<file path="config.mk">
export PLATFORM = sky130hd
export DESIGN_NAME = euclidean_rhythm_pattern
export DESIGN_NICKNAME = d
export VERILOG_FILES = /design/src/design/erp_pkg.sv /design/src/design/erp_round_stage.sv /design/src/design/euclidean_rhythm_pattern.sv
export VERILOG_INCLUDE_DIRS = /design/src /design/src/design
export SDC_FILE = /design/constraint.sdc
export NUM_CORES = 2
export LEC_CHECK = 0
export BUFFER_PORTS_ARGS = -buffer_cell sky130_fd_sc_hd__buf_2
export CAP_MARGIN = 40
export CELL_PAD_IN_SITES_DETAIL_PLACEMENT = 0
export CELL_PAD_IN_SITES_GLOBAL_PLACEMENT = 1
export CORE_MARGIN = 2
export CORE_UTILIZATION = 55
export CTS_CLUSTER_DIAMETER = 100
export DETAILED_ROUTE_END_ITERATION = 12
export PLACE_DENSITY = 0.87
export REMOVE_ABC_BUFFERS = 1
export SLEW_MARGIN = 20
export SYNTH_ARGS = -nofsm -noshare
export SYNTH_HDL_FRONTEND = slang
export SYNTH_HIERARCHICAL = 1
export SYNTH_SLANG_ARGS = --single-unit
</file>
<file path="constraint.sdc">
create_clock -name clk -period 39.9 [get_ports clk]
set_clock_uncertainty 0.05 [all_clocks]
set_input_delay 1.995 -clock clk [delete_from_list [all_inputs] [get_ports clk]]
set_output_delay 1.995 -clock clk [all_outputs]
set_load 0.05 [all_outputs]
</file>
<file path="src/design/euclidean_rhythm_pattern_macros.svh">
// Assertion macros shared by the Euclidean rhythm pattern design.
// Depends on nothing; included by files that carry assertions.
`ifndef EUCLIDEAN_RHYTHM_PATTERN_MACROS_SVH
`define EUCLIDEAN_RHYTHM_PATTERN_MACROS_SVH

// condition checked on every rising clock edge outside reset
`define ERP_ASSERT(label, prop, msg) \
	label: assert property (@(posedge clk) disable iff (!arst_n) (prop)) else $error(msg);

// condition that holds in the cycle after a trigger
`define ERP_ASSERT_NEXT(label, trig, prop, msg) \
	label: assert property (@(posedge clk) disable iff (!arst_n) (trig) |=> (prop)) else $error(msg);

`endif

</file>
<file path="src/design/erp_pkg.sv">
// Package for the Euclidean rhythm pattern generator: widths, default step count, rounds per stage.
// Depends on nothing.
`default_nettype none
package erp_pkg;
	localparam int MAX_STEPS_DEF = 16;
	localparam int MASK_BITS     = 16;
	localparam int CNT_W         = 5;
	// regrouping rounds done in each pipeline stage
	localparam int ROUNDS_PER_STAGE = 2;
endpackage
`default_nettype wire

</file>
<file path="src/design/erp_round_stage.sv">
// One pipeline stage of the Bjorklund regrouping: ROUNDS_PER_STAGE rounds, then a register.
// Depends on erp_pkg.
`default_nettype none
module erp_round_stage
	import erp_pkg::*;
#(
	parameter int PW = 32,
	parameter int LW = 6
) (
	input  wire logic          clk,
	input  wire logic          arst_n,
	input  wire logic          adv,
	input  wire logic          in_vld,
	input  wire logic [PW-1:0] in_pat_a,
	input  wire logic [PW-1:0] in_pat_b,
	input  wire logic [LW-1:0] in_len_a,
	input  wire logic [LW-1:0] in_len_b,
	input  wire logic [LW-1:0] in_num_a,
	input  wire logic [LW-1:0] in_num_b,
	input  wire logic [LW-1:0] in_steps,
	input  wire logic          in_direct,
	output logic               out_vld,
	output logic      [PW-1:0] out_pat_a,
	output logic      [PW-1:0] out_pat_b,
	output logic      [LW-1:0] out_len_a,
	output logic      [LW-1:0] out_len_b,
	output logic      [LW-1:0] out_num_a,
	output logic      [LW-1:0] out_num_b,
	output logic      [LW-1:0] out_steps,
	output logic               out_direct
);
	logic [PW-1:0] pa [ROUNDS_PER_STAGE+1];
	logic [PW-1:0] pb [ROUNDS_PER_STAGE+1];
	logic [LW-1:0] la [ROUNDS_PER_STAGE+1];
	logic [LW-1:0] lb [ROUNDS_PER_STAGE+1];
	logic [LW-1:0] na [ROUNDS_PER_STAGE+1];
	logic [LW-1:0] nb [ROUNDS_PER_STAGE+1];

	// regrouping rounds; a round is a no-op once one B group or none is left
	always_comb begin
		pa[0] = in_pat_a; pb[0] = in_pat_b;
		la[0] = in_len_a; lb[0] = in_len_b;
		na[0] = in_num_a; nb[0] = in_num_b;
		for (int r = 0; r < ROUNDS_PER_STAGE; r++) begin
			pa[r+1] = pa[r]; pb[r+1] = pb[r];
			la[r+1] = la[r]; lb[r+1] = lb[r];
			na[r+1] = na[r]; nb[r+1] = nb[r];
			if (nb[r] > LW'(1)) begin
				pa[r+1] = pa[r] | (pb[r] << la[r]);
				la[r+1] = la[r] + lb[r];
				if (nb[r] > na[r]) begin
					nb[r+1] = nb[r] - na[r];
					na[r+1] = na[r];
				end else begin
					nb[r+1] = na[r] - nb[r];
					na[r+1] = nb[r];
					pb[r+1] = pa[r];
					lb[r+1] = la[r];
				end
			end
		end
	end

	always_ff @(posedge clk or negedge arst_n) begin
		if (!arst_n) begin
			out_vld <= 1'b0;
		end else if (adv) begin
			out_vld <= in_vld;
		end
	end

	always_ff @(posedge clk) begin
		if (adv) begin
			out_pat_a  <= pa[ROUNDS_PER_STAGE];
			out_pat_b  <= pb[ROUNDS_PER_STAGE];
			out_len_a  <= la[ROUNDS_PER_STAGE];
			out_len_b  <= lb[ROUNDS_PER_STAGE];
			out_num_a  <= na[ROUNDS_PER_STAGE];
			out_num_b  <= nb[ROUNDS_PER_STAGE];
			out_steps  <= in_steps;
			out_direct <= in_direct;
		end
	end
endmodule
`default_nettype wire

</file>
<file path="src/design/euclidean_rhythm_pattern.sv">
// Top level of the Euclidean rhythm pattern generator (pipelined Bjorklund).
// Depends on erp_pkg, erp_round_stage and euclidean_rhythm_pattern_macros.svh.
//
//  channel | signals                                      | direction
//  input   | in_valid, in_ready, pulse_count, step_count  | into block
//  output  | out_valid, out_ready, pattern_mask           | out of block
//
// Words pass the setup, round and output registers; one enters per cycle unless stalled.
// Depth is set by the regrouping rounds (at most MAX_STEPS-1, two per stage).
// A stall on out_ready freezes the whole pipeline; nothing is lost or repeated.
// arst_n clears only the valid bits; payload registers hold no reset.
`default_nettype none
`include "euclidean_rhythm_pattern_macros.svh"
module euclidean_rhythm_pattern
	import erp_pkg::*;
#(
	parameter int MAX_STEPS = MAX_STEPS_DEF
) (
	input  wire logic                 clk,
	input  wire logic                 arst_n,
	input  wire logic                 in_valid,
	output logic                      in_ready,
	input  wire logic [CNT_W-1:0]     pulse_count,
	input  wire logic [CNT_W-1:0]     step_count,
	output logic                      out_valid,
	input  wire logic                 out_ready,
	output logic [MASK_BITS-1:0]      pattern_mask
);
	localparam int PW = MAX_STEPS;
	localparam int LW = $clog2(MAX_STEPS + 1);
	localparam int ROUND_STAGES = (MAX_STEPS + ROUNDS_PER_STAGE - 1) / ROUNDS_PER_STAGE;
	localparam int NS = ROUND_STAGES + 1;

	logic adv;
	assign adv      = !out_valid || out_ready;
	assign in_ready = adv;

	// stage chain signals; index 0 is the setup register
	logic          v  [NS];
	logic [PW-1:0] pa [NS];
	logic [PW-1:0] pb [NS];
	logic [LW-1:0] la [NS];
	logic [LW-1:0] lb [NS];
	logic [LW-1:0] na [NS];
	logic [LW-1:0] nb [NS];
	logic [LW-1:0] st [NS];
	logic          dr [NS];

	// setup: clamp step count, sort out the special cases
	logic [LW-1:0] steps_c;
	logic [LW-1:0] pulses_c;
	logic          zero_c;
	logic          full_c;
	always_comb begin
		if ({1'b0, step_count} > (CNT_W+1)'(MAX_STEPS))
			steps_c = LW'(MAX_STEPS);
		else
			steps_c = LW'(step_count);
		zero_c   = (step_count == '0) || (pulse_count == '0);
		full_c   = ({1'b0, pulse_count} >= (CNT_W+1)'(steps_c));
		pulses_c = full_c ? steps_c : LW'(pulse_count);
	end

	always_ff @(posedge clk or negedge arst_n) begin
		if (!arst_n) begin
			v[0] <= 1'b0;
		end else if (adv) begin
			v[0] <= in_valid;
		end
	end

	always_ff @(posedge clk) begin
		if (adv) begin
			pa[0] <= PW'(1);
			pb[0] <= '0;
			la[0] <= LW'(1);
			lb[0] <= LW'(1);
			na[0] <= zero_c ? '0 : pulses_c;
			nb[0] <= (zero_c || full_c) ? '0 : LW'(steps_c - pulses_c);
			st[0] <= zero_c ? '0 : steps_c;
			dr[0] <= zero_c || full_c;
		end
	end

	for (genvar g = 0; g < ROUND_STAGES; g++) begin : g_stage
		erp_round_stage #(.PW(PW), .LW(LW)) u_stage (
			.clk, .arst_n, .adv,
			.in_vld(v[g]), .in_pat_a(pa[g]), .in_pat_b(pb[g]),
			.in_len_a(la[g]), .in_len_b(lb[g]), .in_num_a(na[g]), .in_num_b(nb[g]),
			.in_steps(st[g]), .in_direct(dr[g]),
			.out_vld(v[g+1]), .out_pat_a(pa[g+1]), .out_pat_b(pb[g+1]),
			.out_len_a(la[g+1]), .out_len_b(lb[g+1]),
			.out_num_a(na[g+1]), .out_num_b(nb[g+1]),
			.out_steps(st[g+1]), .out_direct(dr[g+1])
		);
	end

	// direct result for the empty and full cases: the low na bits set; lowmask keeps the low st bits
	logic [PW-1:0] flat;
	logic [PW-1:0] lowmask;
	always_comb begin
		flat = '0;
		for (int i = 0; i < PW; i++) begin
			if (LW'(i) < na[NS-1])
				flat[i] = 1'b1;
		end
		if (!dr[NS-1])
			flat = '0;
		for (int k = 0; k < PW; k++)
			lowmask[k] = (LW'(k) < st[NS-1]);
	end

	// the group layout: replicate the A pattern na times, then B nb times
	logic [PW-1:0] layout_a;
	logic [PW-1:0] layout_b;
	logic [LW-1:0] a_end;
	always_comb begin
		layout_a = '0;
		layout_b = '0;
		a_end    = LW'(na[NS-1] * la[NS-1]);
		for (int i = 0; i < PW; i++) begin
			if (LW'(i) < na[NS-1])
				layout_a = layout_a | (pa[NS-1] << (LW'(i) * la[NS-1]));
			if (LW'(i) < nb[NS-1])
				layout_b = layout_b | (pb[NS-1] << (a_end + LW'(i) * lb[NS-1]));
		end
	end

	logic [PW-1:0] res;
	assign res = (dr[NS-1] ? flat : (layout_a | layout_b)) & lowmask;

	always_ff @(posedge clk or negedge arst_n) begin
		if (!arst_n) begin
			out_valid <= 1'b0;
		end else if (adv) begin
			out_valid <= v[NS-1];
		end
	end

	always_ff @(posedge clk) begin
		if (adv) begin
			pattern_mask <= MASK_BITS'({{MASK_BITS{1'b0}}, res});
		end
	end

	`ERP_ASSERT_NEXT(a_stall_hold, out_valid && !out_ready, out_valid && $stable(pattern_mask), "result changed under stall")
	`ERP_ASSERT(a_ready_rule, in_ready == (!out_valid || out_ready), "in_ready wrong")
	`ERP_ASSERT_NEXT(a_valid_advance, v[0] && adv, v[1], "setup word not advanced")
endmodule
`default_nettype wire

</file>
==> impl_metrics.env <==
export IMPL_result_of_the_run="completed"
export IMPL_clock_root_buffer_master="sky130_fd_sc_hd__clkbuf_16"
export IMPL_route_detailed_wl_per_inst_um=25.8
export IMPL_netlist_area_um2=58200
export IMPL_path_class="reg2reg"
export IMPL_fmax_mhz=152
export IMPL_via_per_inst=6.66
export IMPL_clkLatencyLatePin_ns=0.69
export IMPL_holdBufCountCts=0
export IMPL_ys_ff_latch=506
export IMPL_drt_iter0_drc=5956
export IMPL_cts_tree="built"
export IMPL_floorplan_io_pins=32
export IMPL_grt_first_pass_wirelength_mm=318
export IMPL_synth_edff_count=496
export IMPL_globalRoute_totalOverflow=0
export IMPL_r2r_worst_path_cells=18
export IMPL_worst_path_clk_slew_ns=0.07
export IMPL_synth_most_common_cell="sky130_fd_sc_hd__mux2i_1"
export IMPL_pin_count_of_the_biggest_net_entering_global_routing=177
export IMPL_worst_pin_slew_ns=1.00
export IMPL_fp_dieW_um=329
export IMPL_placeableCoreArea_um2=105000
export IMPL_cp_start_kind="flip-flop"
export IMPL_numCtsBuffers=57
export IMPL_drcViolationCount=0
export IMPL_dpl_hpwl_mm=162
export IMPL_synth_sequential_area_ratio_pct=26.0
export IMPL_worst_slack_ns=33.30
export IMPL_arrival_time_of_data_at_the_critical_path_endpoint_ns=6.91
export IMPL_drt_pass1_iterations=6
export IMPL_finalSetupViolCount=0
export IMPL_unrepaired_setup_endpoints_after_global_routing="no"
export IMPL_yosys_top_cells_area="sky130_fd_sc_hd__edfxtp_1 (26%), sky130_fd_sc_hd__mux2i_1 (15%), sky130_fd_sc_hd__ha_1 (5.7%)"
export IMPL_yosys_area_top_type_share_pct=25.6
export IMPL_netlist_instances=6735
export IMPL_cts_resized=0
export IMPL_die_y_um=329
export IMPL_yosys_most_used_dff="sky130_fd_sc_hd__edfxtp_1"
export IMPL_timing_critical_path_to_type="flip-flop"
export IMPL_start_util_pct=55.4
export IMPL_area_growth_synth_to_final_pct=6.87
export IMPL_slew_headroom_pct=33.2
export IMPL_detail_route_antenna_nets=0
export IMPL_fillerInstances=9493
export IMPL_antenna_found_initial=16
export IMPL_yosys_area_top_type="sky130_fd_sc_hd__edfxtp_1"
export IMPL_synth_async_reset_ratio_pct=1.98
export IMPL_worst_hold_path_endpoint="g_stage[6].u_stage/out_steps[1]"
export IMPL_clock_tree_htree_level_count=2
export IMPL_timing_setup_tns_ns=0
export IMPL_synth_cell_type_count=118
export IMPL_route_vias_total=54300
export IMPL_drt_wl_total_mm=210
export IMPL_tcrit_tclk_final_pct=16.5
export IMPL_worst_hold_path_num_cells=0
export IMPL_placement_rows=119
export IMPL_worst_endpoint_required_ns=40.22
export IMPL_globalRouteTotalUtil_pct=37.9
export IMPL_io_buffer_count=31
export IMPL_worst_r2r_startpoint="g_stage[7].u_stage/out_len_a[2]"
export IMPL_grt_pass1_vias=51300
export IMPL_final_max_slew_violation_count=0
export IMPL_count_of_synthesis_stage_warnings_from_yosys=6
export IMPL_period_needed_ns=6.60
export IMPL_max_cap_violations=0
export IMPL_final_nets=7051
export IMPL_syn_avg_cell_area_um2=8.65
export IMPL_fraction_of_final_layout_cells_with_drive_strength_greater_than_1_pct=10.3
export IMPL_rrSetupSlack_ns=33.30
export IMPL_postcts_setup_bufs=0
export IMPL_fp_dieArea_um2=108000
export IMPL_worstReg2RegEnd="pattern_mask[15]"
export IMPL_min_from="g_stage[5].u_stage/out_steps[1]"
export IMPL_cts_path_max_buffers=3
export IMPL_gp_congestion=1.05
export IMPL_hold_violations=0
export IMPL_ys_top_cells_by_count="sky130_fd_sc_hd__mux2i_1 (845), sky130_fd_sc_hd__nand2_1 (706), sky130_fd_sc_hd__nor2_1 (550)"
export IMPL_critPathMaxFanout=41
export IMPL_post_place_ws_ns=33.48
export IMPL_hold_class="reg2reg"
export IMPL_cts_sinks=506
stage by stage:
stage / instances / utilization, % / instance area, um^2 / hold WS [ns]
after floorplan: 6459 / - / 56900 / 0.350
after global placement: 7992 / 56.8 / 59700 / 0.351
after detailed placement: 8021 / 57.2 / 60100 / 0.355
after CTS: 8128 / 59.0 / 62100 / 0.364
after global routing: 8155 / 59.2 / 62200 / 0.374
final: 8156 / 59.2 / 62200 / 0.360
layer usage:
layer / global-route usage, % / vias to the layer above / wire, um / share of wire, %
met2: 61.9 / 2673 / 97300 / 46
met3: 5.84 / 660 / 16800 / 8.0
li1: - / 24900 / - / -
met1: 48.8 / 26100 / 84000 / 40
met4: 19.0 / 10 / 12100 / 5.8
met5: 0 / - / 61 / 0.029
worst max-delay path by stage:
stage | from | to | slack (ns) | cells past startpoint
floorplan | out_ready | in_ready | 23.47 | 1
global placement | g_stage[7].u_stage/out_len_a[2] | pattern_mask[12] | 33.19 | 16
detailed placement | g_stage[7].u_stage/out_len_a[2] | pattern_mask[15] | 33.48 | 18
CTS | g_stage[7].u_stage/out_len_a[2] | pattern_mask[15] | 33.48 | 18
global route | g_stage[7].u_stage/out_len_a[2] | pattern_mask[15] | 33.08 | 18
finish | g_stage[7].u_stage/out_len_a[2] | pattern_mask[15] | 33.30 | 18
layout make-up:
cell class	count	area (um^2)	area share [%]
diodes	10	25.0	0.0402
clock buffers	69	1470	2.36
clock inverters	38	467	0.750
inverters	326	1230	1.97
multi-input cells	5627	40600	65.3
flip-flops and latches	506	15100	24.3
well taps	1391	1740	2.80
repair buffers	189	1520	2.45
cell usage in the layout (no fill, tap or decap), drive strengths merged, types with 36 or more instances in the layout:
cell type	count
mux4	75
a21o	81
nor3	102
a21oi	453
xnor2	119
nand2	708
clkbuf	74
a221oi	36
buf	182
conb	173
o22ai	88
nand2b	80
xor2	49
o21ai	530
edfxtp	496
nor2	556
ha	263
fa	67
nor2b	48
clkinv	38
nand4	80
a211oi	62
nand3	202
mux2	194
and3	43
o31ai	57
o211ai	87
and2	52
mux2i	853
or2	38
inv	314
critical path, stage by stage (launching register included):
cell	delay, ns
sky130_fd_sc_hd__edfxtp_1	0.33
sky130_fd_sc_hd__buf_4	0.45
sky130_fd_sc_hd__and2_1	0.21
sky130_fd_sc_hd__ha_1	0.23
sky130_fd_sc_hd__ha_1	0.28
sky130_fd_sc_hd__inv_1	0.04
sky130_fd_sc_hd__fa_1	0.47
sky130_fd_sc_hd__fa_1	0.78
sky130_fd_sc_hd__inv_1	0.45
sky130_fd_sc_hd__fa_1	0.56
sky130_fd_sc_hd__ha_1	0.37
sky130_fd_sc_hd__a21oi_1	0.18
sky130_fd_sc_hd__xnor2_1	0.15
sky130_fd_sc_hd__xnor2_1	0.14
sky130_fd_sc_hd__and2_0	0.36
sky130_fd_sc_hd__nand2_1	0.23
sky130_fd_sc_hd__a21oi_1	0.09
sky130_fd_sc_hd__a2111oi_0	0.73
sky130_fd_sc_hd__a31oi_1	0.20
cell families (layout without fill, tap and decap cells):
logic type	after synthesis	count (layout)	synth area share (%)
AO/OA/AOI/OAI	1798	1798	20.1
XOR/XNOR	174	174	2.84
adder cells (fa/ha/maj)	330	330	7.95
buffers and inverters	773	622	5.52
flip-flops	506	506	26.0
multiplexers	1122	1122	21.4
other	2	183	0.0129
AND/OR/NAND/NOR	2030	2030	16.2
registers in the layout, summed over array words and instances, names as in the netlist, 16 cells and up:
register                   count
g_stage.u_stage/out_steps     40
g_stage.u_stage/out_num_b     40
pattern_mask                  16
g_stage.u_stage/out_pat_a    128
g_stage.u_stage/out_len_a     40
g_stage.u_stage/out_num_a     40
g_stage.u_stage/out_pat_b    128
g_stage.u_stage/out_len_b     40
Power is left out: the tool's default activity adds up to more than one toggle a clock period on the data nets, which glitch-free logic cannot reach.
